===== config.mk =====
export PLATFORM = sky130hd
export DESIGN_NAME = write_back_lru_block_cache_tags_core
export DESIGN_NICKNAME = d
export VERILOG_FILES = /design/src/rtl/wblc_pkg.sv /design/src/rtl/write_back_lru_block_cache_tags_core.sv
export SDC_FILE = /design/constraint.sdc
export NUM_CORES = 2
export LEC_CHECK = 0
export BUFFER_PORTS_ARGS = -buffer_cell sky130_fd_sc_hd__buf_2
export CAP_MARGIN = 20
export CORE_ASPECT_RATIO = 0.75
export CORE_MARGIN = 3
export CORE_UTILIZATION = 60
export CTS_CLUSTER_DIAMETER = 50
export CTS_CLUSTER_SIZE = 14
export DETAILED_ROUTE_END_ITERATION = 8
export PLACE_DENSITY_LB_ADDON = 0.1
export SYNTH_ARGS = -nofsm -noshare
export SYNTH_HDL_FRONTEND = slang
export SYNTH_SLANG_ARGS = --single-unit

===== constraint.sdc =====
create_clock -name clk -period 14.19 [get_ports clk]
set_input_delay 2.838 -clock clk [delete_from_list [all_inputs] [get_ports clk]]
set_output_delay 2.838 -clock clk [all_outputs]
set_load 0.03 [all_outputs]

===== src/rtl/wblc_pkg.sv =====
`timescale 1ns / 1ps
`default_nettype none
// ----------------------------------------------------------------------------
// wblc_pkg
// function and result codes shared by the block cache tag controller
// ----------------------------------------------------------------------------
package wblc_pkg;
  localparam logic [2:0] FN_READ = 3'd0;
  localparam logic [2:0] FN_WRITE = 3'd1;
  localparam logic [2:0] FN_DISCARD = 3'd2;
  localparam logic [2:0] FN_SYNC = 3'd3;
  localparam logic [2:0] FN_INVAL = 3'd4;

  localparam logic [2:0] K_HIT = 3'd0;
  localparam logic [2:0] K_INSTALLED = 3'd1;
  localparam logic [2:0] K_WRITEBACK = 3'd2;
  localparam logic [2:0] K_FILL = 3'd3;
  localparam logic [2:0] K_DISCARDED = 3'd4;
  localparam logic [2:0] K_NOTFOUND = 3'd5;
  localparam logic [2:0] K_DONE = 3'd6;
  localparam logic [2:0] K_ERROR = 3'd7;

  typedef logic [2:0] kind_t;
endpackage
`default_nettype wire


===== src/rtl/write_back_lru_block_cache_tags_core.sv =====
`timescale 1ns / 1ps
`default_nettype none
// ----------------------------------------------------------------------------
// write_back_lru_block_cache_tags_core
// tag and lru policy controller of a fully associative write-back block cache
// ----------------------------------------------------------------------------
// One request at a time. A sequencer walks the slots one per cycle through a
// single compare unit, though a sync or invalidate walk holds while the
// result side stalls. A read, write or discard first scans all ENTRIES slots
// for a tag match while tracking the first invalid slot and the least stamp,
// then emits its result words; a read or write miss whose victim is dirty
// sends a writeback word before the final word. Sync and invalidate send
// their writeback words during the walk itself. Each result word sits in an
// output register; a new request is accepted once the last word of the
// previous one has been loaded into that register.
module write_back_lru_block_cache_tags_core #(
  parameter int ENTRIES = 32,
  parameter int DEVICES = 8
) (
  input  wire         clk,
  input  wire         rst_n,
  input  wire         in_valid,
  output logic        in_stall,
  input  wire  [2:0]  in_func,
  input  wire  [3:0]  in_device,
  input  wire  [31:0] in_block,
  output logic        out_valid,
  input  wire         out_stall,
  output wblc_pkg::kind_t out_kind,
  output logic [3:0]  out_device,
  output logic [31:0] out_block,
  output logic [5:0]  out_slot,
  output logic        out_last
);
  import wblc_pkg::*;

  localparam int IW = (ENTRIES > 1) ? $clog2(ENTRIES) : 1;
  localparam int CW = $clog2(ENTRIES + 1);
  localparam logic [CW-1:0] LAST_IDX = CW'(ENTRIES - 1);

  // internal marker for a request that only answers with an error word
  localparam logic [2:0] FN_BAD = 3'd7;

  localparam logic [2:0] S_IDLE = 3'd0;
  localparam logic [2:0] S_SCAN = 3'd1;
  localparam logic [2:0] S_DECIDE = 3'd2;
  localparam logic [2:0] S_WALK = 3'd3;
  localparam logic [2:0] S_EMIT = 3'd4;
  localparam logic [2:0] S_FINAL = 3'd5;

  logic [ENTRIES-1:0] valid_r, dirty_r;
  logic [3:0]  dev_mem  [ENTRIES];
  logic [31:0] blk_mem  [ENTRIES];
  logic [63:0] stamp_mem[ENTRIES];
  logic [63:0] count_r;

  logic [2:0]  state_r;
  logic [2:0]  func_r;
  logic [3:0]  dev_r;
  logic [31:0] blk_r;
  logic [CW-1:0] idx_r;
  logic        hit_r, inv_r;
  logic [IW-1:0] hit_slot_r, inv_slot_r, best_r;
  logic [63:0] best_stamp_r;
  logic [IW-1:0] vic_r;

  logic [IW-1:0] idx;
  logic match;
  assign idx = idx_r[IW-1:0];
  assign match = valid_r[idx] && dev_mem[idx] == dev_r && blk_mem[idx] == blk_r;

  assign in_stall = (state_r != S_IDLE);

  logic in_err;
  assign in_err = ((in_func == FN_READ || in_func == FN_WRITE) &&
                   {1'b0, in_device} >= 5'(DEVICES)) || in_func > FN_INVAL;

  logic out_free;
  assign out_free = !out_valid || !out_stall;

  // slot under the walk needs a writeback word
  logic wb_pick;
  assign wb_pick = valid_r[idx] && dirty_r[idx] &&
                   (func_r == FN_INVAL || dev_mem[idx] == dev_r);

  logic out_load;
  assign out_load = out_free && (state_r == S_EMIT || state_r == S_FINAL ||
                                 (state_r == S_WALK && wb_pick));

  always_ff @(posedge clk) begin
    if (!rst_n) begin
      state_r <= S_IDLE;
      valid_r <= '0;
      dirty_r <= '0;
      count_r <= '0;
      out_valid <= 1'b0;
      for (int i = 0; i < ENTRIES; i++) stamp_mem[i] <= '0;
    end else begin
      if (out_load) out_valid <= 1'b1;
      else if (!out_stall) out_valid <= 1'b0;
      unique case (state_r)
        S_IDLE: begin
          if (in_valid) begin
            func_r <= in_err ? FN_BAD : in_func;
            dev_r <= in_device;
            blk_r <= in_block;
            idx_r <= '0;
            hit_r <= 1'b0;
            inv_r <= 1'b0;
            best_r <= '0;
            best_stamp_r <= stamp_mem[0];
            if (in_err) begin
              state_r <= S_FINAL;
            end else if (in_func == FN_SYNC || in_func == FN_INVAL) begin
              state_r <= S_WALK;
            end else begin
              state_r <= S_SCAN;
              if (in_func != FN_DISCARD) count_r <= count_r + 64'd1;
            end
          end
        end
        S_SCAN: begin
          if (match && !hit_r) begin
            hit_r <= 1'b1;
            hit_slot_r <= idx;
          end
          if (!valid_r[idx] && !inv_r) begin
            inv_r <= 1'b1;
            inv_slot_r <= idx;
          end
          if (stamp_mem[idx] < best_stamp_r) begin
            best_stamp_r <= stamp_mem[idx];
            best_r <= idx;
          end
          if (idx_r == LAST_IDX) state_r <= S_DECIDE;
          else idx_r <= idx_r + 1'b1;
        end
        S_DECIDE: begin
          // hit, discard or miss without a dirty victim go to the final word
          vic_r <= inv_r ? inv_slot_r : best_r;
          if (!hit_r && func_r != FN_DISCARD && !inv_r && dirty_r[best_r])
            state_r <= S_EMIT;
          else state_r <= S_FINAL;
        end
        S_EMIT: begin
          if (out_free) begin
            out_kind <= K_WRITEBACK;
            out_device <= dev_mem[vic_r];
            out_block <= blk_mem[vic_r];
            out_slot <= 6'(vic_r);
            out_last <= 1'b0;
            dirty_r[vic_r] <= 1'b0;
            state_r <= S_FINAL;
          end
        end
        S_WALK: begin
          if (out_free) begin
            if (wb_pick) begin
              out_kind <= K_WRITEBACK;
              out_device <= dev_mem[idx];
              out_block <= blk_mem[idx];
              out_slot <= 6'(idx);
              out_last <= 1'b0;
              dirty_r[idx] <= 1'b0;
            end
            if (idx_r == LAST_IDX) state_r <= S_FINAL;
            else idx_r <= idx_r + 1'b1;
          end
        end
        S_FINAL: begin
          if (out_free) begin
            out_last <= 1'b1;
            state_r <= S_IDLE;
            case (func_r) inside
              FN_READ, FN_WRITE: begin
                out_device <= dev_r;
                out_block <= blk_r;
                if (hit_r) begin
                  out_kind <= K_HIT;
                  out_slot <= 6'(hit_slot_r);
                  stamp_mem[hit_slot_r] <= count_r;
                  if (func_r == FN_WRITE) dirty_r[hit_slot_r] <= 1'b1;
                end else begin
                  out_kind <= (func_r == FN_WRITE) ? K_INSTALLED : K_FILL;
                  out_slot <= 6'(vic_r);
                  valid_r[vic_r] <= 1'b1;
                  dirty_r[vic_r] <= (func_r == FN_WRITE);
                  dev_mem[vic_r] <= dev_r;
                  blk_mem[vic_r] <= blk_r;
                  stamp_mem[vic_r] <= count_r;
                end
              end
              FN_DISCARD: begin
                out_device <= dev_r;
                out_block <= blk_r;
                if (hit_r) begin
                  out_kind <= K_DISCARDED;
                  out_slot <= 6'(hit_slot_r);
                  valid_r[hit_slot_r] <= 1'b0;
                  dirty_r[hit_slot_r] <= 1'b0;
                end else begin
                  out_kind <= K_NOTFOUND;
                  out_slot <= '0;
                end
              end
              FN_SYNC: begin
                out_kind <= K_DONE;
                out_device <= dev_r;
                out_block <= '0;
                out_slot <= '0;
              end
              FN_INVAL: begin
                out_kind <= K_DONE;
                out_device <= '0;
                out_block <= '0;
                out_slot <= '0;
                valid_r <= '0;
                dirty_r <= '0;
              end
              default: begin
                out_kind <= K_ERROR;
                out_device <= dev_r;
                out_block <= blk_r;
                out_slot <= '0;
              end
            endcase
          end
        end
        default: state_r <= S_IDLE;
      endcase
    end
  end
endmodule
`default_nettype wire

After elaboration in Yosys (flattened, before gate mapping). Memory sizes are Yosys's and may differ from the RTL's. A register that Yosys moved wholly into a read port is not among the register bits. Index checks and enable logic that the tools add are counted.

$add $sub $neg: 2. Bitwise logic cells: 11. Multiply operators: 0. Equal/unequal tests: 35. Div/mod/pow operators: 0. Shift operators: 0. Multiplexer cells: 125. $lt $le $gt $ge: 10. Reductions and logical operators: 51.

Operators by type and width (number): two-way mux 32 bit (23); two-way mux 64 bit (4); one-hot mux 32 bit (3 select lines) (2); bitwise AND 32 bit (4); one-hot mux 64 bit (2 select lines) (1); OR reduction 64 bit (2); inverter 32 bit (3); two-way mux 5 bit (13); adder 64 x 1 -> 64 bit (second input constant) (1); less-than comparator 64 bit (1); OR 32 bit (2); two-way mux 6 bit (8); two-way mux 3 bit (12); one-hot mux 6 bit (3 select lines) (2); two-way mux 1 bit (34); bitwise mux 32 bit (1); equality test 32 bit (1); two-way mux 4 bit (8); less-than comparator 5 x 6 -> 1 bit (second input constant) (4); inequality test 2 bit (second input constant) (10); one-hot mux 3 bit (6 select lines) (1); AND reduction 6 bit (3); AND reduction 4 bit (4); binary-select mux 1 bit (select 5 bit) (3); 33 further kinds (87).

Memory bits (read-only): 0. Output and inout bits: 48. Input port bits: 43. Logic and storage cells: 258. Bits in latches: 0. Memories: 3. RAM bits: 3200. Register bits after elaboration: 309.

Memories: stamp_mem (words 32, bits a word 64, rd ports 2, clocked after memory_dff 1, wr ports 32, line write_back_lru_block_cache_tags_core.sv:54) `logic [63:0] stamp_mem[ENTRIES];`; blk_mem (words 32, bits a word 32, rd ports 2, clocked after memory_dff 2, wr ports 1, line write_back_lru_block_cache_tags_core.sv:53) `logic [31:0] blk_mem [ENTRIES];`; dev_mem (words 32, bits a word 4, rd ports 2, clocked after memory_dff 2, wr ports 1, line write_back_lru_block_cache_tags_core.sv:52) `logic [3:0] dev_mem [ENTRIES];`.

Logic depth before layout (Yosys ltp).
Depth after elaboration: 11. Gate-level depth with buffers: 21.

Worst setup path before layout. OpenSTA, ideal clock, no wires.

Path kind: register -> register. Start: register with a tool-made name. End: register best_r[0], enable pin. Library setup time: 0.599 ns. Arrival time: 9.742 ns. Buffers on the path: 7. Stages on the path, launching flop included: 22. Setup slack: 3.849 ns. Cell sequence: dfxtp_1 > buf_6 > buf_12 > buf_12 > buf_6 > buf_6 > buf_2 > buf_1 > mux4_2 > mux4_2 > nand2_1 > nand2_1 > ha_1 > a21o_1 > a21o_1 > a21o_1 > a21o_1 > a21oi_1 > o21ai_0 > a2111o_1 > o221a_2 > a211oi_1.

RTL lines: to (signal assigned) (line write_back_lru_block_cache_tags_core.sv:133) `best_r <= idx;`; to (decl) (line write_back_lru_block_cache_tags_core.sv:63) `logic [IW-1:0] hit_slot_r, inv_slot_r, best_r;`.

==> results.md <==
- The first TritonRoute pass finished after 7 iterations.
- The global-route usage over all layers is between 30% and 40%.
- During synthesis, Yosys emitted a total of 0 warnings.
- On the final layout, the worst hold slack is just under 500 ps.
- Power spread over the standard cell area amounts to between 150 and 200 mW/mm^2.
- The largest area contributor in the synthesized netlist is sky130_fd_sc_hd__edfxtp_1.
- After layout, the worst path uses 55.4% of the clock period.
- The number of input and output port buffers inserted is between 80 and 90.
- The first-pass GRT wire length is 726000 um.
- The final setup violation count is 0.
- After detailed routing, the average wire length per cell comes to 37.7 um.
- The number of nets at the end of the flow is 9968.
- The number of hold-slack violations in the final timing report came to 0.
- In this run the horizontal extent of the chip is approximately 600 um.
- In this run the post-CTS setup repair buffer count came out at 0.
- The achievable frequency is 127 MHz.
- The clock edge transition at the registers on the reported setup and hold paths is 70 ps.
- The total clock buffers created by CTS is around 310.
- The height of the chip is 458 um.
- The worst hold path was traced through 2 stages.
- The xor/xnor share of the synthesized area is 0.514%.
- The final setup slack of the worst path is 6320 ps.
- The die outline area is about 0.28 mm^2.
- The cell count of the worst reg-to-reg path is 18.
- After synthesis, flip-flops and latches occupy between 60% and 70% of the total area.
- The flip-flop and latch count after synthesis is 3518.
- The setup slack after placement is 6280 ps.
- The post-cts sizing count is 0.
- The critical path is of the reg2reg type.
- In this run the worst hold path is classified as reg2reg.
- The weighted congestion reported at the end of routability-driven placement is just over 0.9.
- Pin placement for this block handled 91 I/O pins.
- The core occupancy in the finished layout is between 60% and 70%.
- Of the cells placed in the final design, the portion with a size suffix greater than 1 is 23.1%.
- Summed over all layers, the global routing overflow is 0.
- Sorting the synthesized cells by area gives the leading types as sky130_fd_sc_hd__edfxtp_1, sky130_fd_sc_hd__mux4_2, sky130_fd_sc_hd__and2_1.
- The clock sink count is 3518.
- Measured against its own limit, the worst slew margin works out to 14.1%.
- The mapped netlist covers 0.164 mm^2.
- The clock arrives with between 50 and 60 ps of skew.
- Setup slack on the worst reg-to-reg path comes out at between 6000 and 7000 ps.
- The synthesized netlist devotes 0.520% of its cell area to adder and majority cells.
- The portion of synthesized area spent on multiplexers is between 10% and 20%.
- met1 is the most crowded layer.
- The worst-case clock buffer depth is 4.
- The startpoint type of the worst setup path is a flip-flop.
- After synthesis, the largest family of logic cells by area is multiplexers.
- Setup total negative slack on the finished layout was measured at 0 ps.
- The final max-slew violation count came to 0.
- The data arrival at the endpoint of the critical path is 8360 ps.
- The floorplan has around 170 rows.
- In this run the remaining antenna-violating nets after routing total 0.
- The detailed-route DRC error count is 0.
- Averaged over all synthesized cells, the footprint is between 15 and 20 um^2.
- The minimum clock period after layout is between 7000 and 8000 ps.
- Of the total synthesized cell area, the portion taken by AND, OR, NAND and NOR gates is about a tenth.
- The CTS tree is done.
- The pin count of the biggest net entering global routing is 145.
- The initial cell density of the core is 60.5%.
- The count of flip-flops with a built-in enable after synthesis is 3376.
- The fraction of synthesis flops using an asynchronous set or reset pin is 0%.
- The finished layout holds 13600 standard cells, fillers aside.
- Including well taps, the total number of placed cells is 13100.
- The via count of the first global-routing pass is 95300.
- The via count of the routed design is 98900.
- The netlist uses 83 different library cells.
- The worst vdd rail ir drop is 0.000125 V.
- Of all nets on the critical path, the largest fanout is 84.
- The worst endpoint required time is 14680 ps.
- Among all flip-flop cells after synthesis, the most frequent one is sky130_fd_sc_hd__edfxtp_1.
- The maximum level of the CTS H-tree is 5.
- Synthesis produced a netlist whose cell count is 10100.
- In this run the most critical hold path is launched from valid_r[24]$_SDFFE_PN0P_.
- For this block, the routed nets add up to around 510000 um of wire.
- The synthesized design devotes to its leading area cell type 61.9% of total area.
- At the later pin of the worst-skew pair, clock insertion delay measures 910 ps.
- For met3 alone, demand over resource in global routing was 12.2%.
- The post-synthesis compound-gate area fraction is roughly 2.6%.
- At the pin with the least slew margin, the transition time is 1290 ps.
- The path with the worst hold slack has its endpoint at valid_r[24]$_SDFFE_PN0P_.
- The initial antenna violation count is 43.
- The count of hold-fix buffers inserted at cts is 0.
- The count of maximum capacitance violations is 0.
- The met2 global-route usage is between 50% and 60%.
- The half-perimeter wire length of the detailed placement result is 287000 um.
- The via density per instance is 7.27.
- The core area is 0.270 mm^2.
- In this run, the number of DRC markers left after iteration 0 of detailed routing was 19100.
- Global routing consumed, on the met1 layer, 55.5% of the routing resources.
- The number of nets handed over by synthesis was ~10000.
- Setup repair after global routing left no endpoint under its margin.
- The clock root buffer is sky130_fd_sc_hd__clkbuf_16.
- The area added between synthesis and finish is 8.76%.
- The run finished with clean final reports.
- The worst setup path is captured at a flip-flop.
- The reg-to-reg critical path endpoint is best_stamp_r[12]$_DFFE_PP_.
- The leakage power figure is 58.2 nW.
-- power by group --
| part | internal, mW | switching (mW) |
|---|---|---|
| Clock | 4.35 | 3.81 |
| Sequential | 12.0 | 0.378 |
| Combinational | 4.05 | 5.69 |
-- layer usage --
metal | share of wire, % | vias up | wire (um)
met1 | 37 | 51000 | 191000
met3 | 17 | 1054 | 85900
met4 | 3.4 | 8 | 17200
met2 | 43 | 8379 | 219000
met5 | 0.011 | - | 57
li1 | - | 38400 | -
-- metrics by stage --
| stage | power (mW) | cell area [um^2] |
|---|---|---|
| final | 30.3 | 178000 |
| after global routing | 31.1 | 178000 |
| after CTS | 30.1 | 177000 |
| after detailed placement | 22.1 | 168000 |
| after global placement | 22.0 | 168000 |
| after floorplan | 18.9 | 164000 |
-- cell usage in the layout (no fill, tap or decap), types with 29 or more instances in the layout --
cell and count:
sky130_fd_sc_hd__ha_1 68, sky130_fd_sc_hd__mux2_2 91, sky130_fd_sc_hd__edfxtp_1 3376, sky130_fd_sc_hd__clkbuf_1 58
sky130_fd_sc_hd__o21ai_4 29, sky130_fd_sc_hd__nand4_1 31, sky130_fd_sc_hd__nor3_1 256, sky130_fd_sc_hd__buf_2 88
sky130_fd_sc_hd__nor4_1 40, sky130_fd_sc_hd__o21ai_0 205, sky130_fd_sc_hd__o22ai_1 53, sky130_fd_sc_hd__buf_4 279
sky130_fd_sc_hd__a22oi_1 53, sky130_fd_sc_hd__nor2_1 239, sky130_fd_sc_hd__nand3_1 68, sky130_fd_sc_hd__o211ai_1 40
sky130_fd_sc_hd__inv_1 81, sky130_fd_sc_hd__dfxtp_1 129, sky130_fd_sc_hd__nand2_1 415, sky130_fd_sc_hd__nor2_4 64
sky130_fd_sc_hd__and2_1 1806, sky130_fd_sc_hd__clkbuf_16 323, sky130_fd_sc_hd__xnor2_1 43, sky130_fd_sc_hd__mux4_2 1261
sky130_fd_sc_hd__xor2_1 53, sky130_fd_sc_hd__a21oi_1 170, sky130_fd_sc_hd__mux2i_1 225
-- kinds of logic after synthesis --
family	after synthesis
buffers and inverters	1032
AND/OR/NAND/NOR	3056
adder cells (fa/ha/maj)	68
AO/OA/AOI/OAI	701
XOR/XNOR	96
flip-flops	3518
multiplexers	1596
other	1
-- flip-flops by register name (all words and copies together) (netlist names), 32 cells and up, named ones only --
name          cells
valid_r          32
blk_r            32
stamp_mem      2048
dirty_r          32
count_r          64
blk_mem        1024
dev_mem         128
best_stamp_r     64
out_block        32
-- how the worst max path moves through the flow --
stage	startpoint	end	slack, ps	depth (start not counted)
final	flip-flop	best_stamp_r[12]$_DFFE_PP_	6320	18
after detailed placement	flip-flop	best_stamp_r[12]$_DFFE_PP_	6280	18
after global placement	flip-flop	best_stamp_r[12]$_DFFE_PP_	6300	18
after floorplan	flip-flop	best_r[0]$_SDFFCE_PN0P_	3850	21
after global routing	flip-flop	best_stamp_r[12]$_DFFE_PP_	5940	18
after CTS	flip-flop	best_stamp_r[12]$_DFFE_PP_	6280	18
-- synth_stat cells (9+ instances only) --
library cell	number
sky130_fd_sc_hd__buf_4	33
sky130_fd_sc_hd__buf_6	17
sky130_fd_sc_hd__a21o_1	26
sky130_fd_sc_hd__a211oi_1	9
sky130_fd_sc_hd__a22o_1	13
sky130_fd_sc_hd__o211ai_1	40
sky130_fd_sc_hd__a31oi_1	11
sky130_fd_sc_hd__clkbuf_1	680
sky130_fd_sc_hd__and3_1	20
sky130_fd_sc_hd__o22ai_1	53
sky130_fd_sc_hd__buf_2	102
sky130_fd_sc_hd__ha_1	68
sky130_fd_sc_hd__edfxtp_1	3376
sky130_fd_sc_hd__mux4_1	18
sky130_fd_sc_hd__dfxtp_1	142
sky130_fd_sc_hd__nand4_1	31
sky130_fd_sc_hd__mux2i_1	225
sky130_fd_sc_hd__nor3_1	261
sky130_fd_sc_hd__a22oi_1	53
sky130_fd_sc_hd__o221ai_1	16
sky130_fd_sc_hd__or3_1	14
sky130_fd_sc_hd__a221oi_1	9
sky130_fd_sc_hd__inv_1	84
sky130_fd_sc_hd__nor2b_1	19
sky130_fd_sc_hd__and2_1	1806
sky130_fd_sc_hd__mux2_2	91
sky130_fd_sc_hd__mux4_2	1261
sky130_fd_sc_hd__xnor2_1	43
sky130_fd_sc_hd__nand2_1	425
sky130_fd_sc_hd__o21ai_0	233
sky130_fd_sc_hd__a21oi_1	174
sky130_fd_sc_hd__nor2_1	303
sky130_fd_sc_hd__nor4_1	42
sky130_fd_sc_hd__nand3_1	69
sky130_fd_sc_hd__nand2b_1	31
sky130_fd_sc_hd__xor2_1	53
sky130_fd_sc_hd__buf_1	103
-- worst max-delay path, stage by stage, from the launching register on --
cell and delay (ps):
sky130_fd_sc_hd__dfxtp_4 920, sky130_fd_sc_hd__buf_12 650, sky130_fd_sc_hd__buf_4 610, sky130_fd_sc_hd__buf_4 690, sky130_fd_sc_hd__mux4_2 610, sky130_fd_sc_hd__mux4_2 470
sky130_fd_sc_hd__nand2_1 110, sky130_fd_sc_hd__nand2_1 80, sky130_fd_sc_hd__ha_1 310, sky130_fd_sc_hd__a21o_1 170, sky130_fd_sc_hd__a21o_1 170, sky130_fd_sc_hd__a21o_1 170
sky130_fd_sc_hd__a21o_1 190, sky130_fd_sc_hd__a21oi_1 160, sky130_fd_sc_hd__o21ai_0 270, sky130_fd_sc_hd__a2111o_1 480, sky130_fd_sc_hd__o221a_2 270, sky130_fd_sc_hd__a211oi_4 220
sky130_fd_sc_hd__buf_4 570
-- layout make-up --
class | instances | area (um^2)
clock inverters | 70 | 783
diodes | 20 | 50.0
fillers | 18200 | 92400
inverters | 94 | 370
clock buffers | 383 | 8330
repair buffers | 411 | 3560
well taps | 3590 | 4490
multi-input cells | 5518 | 56200
flip-flops and latches | 3518 | 104000
(Power assumes the default switching activity.)
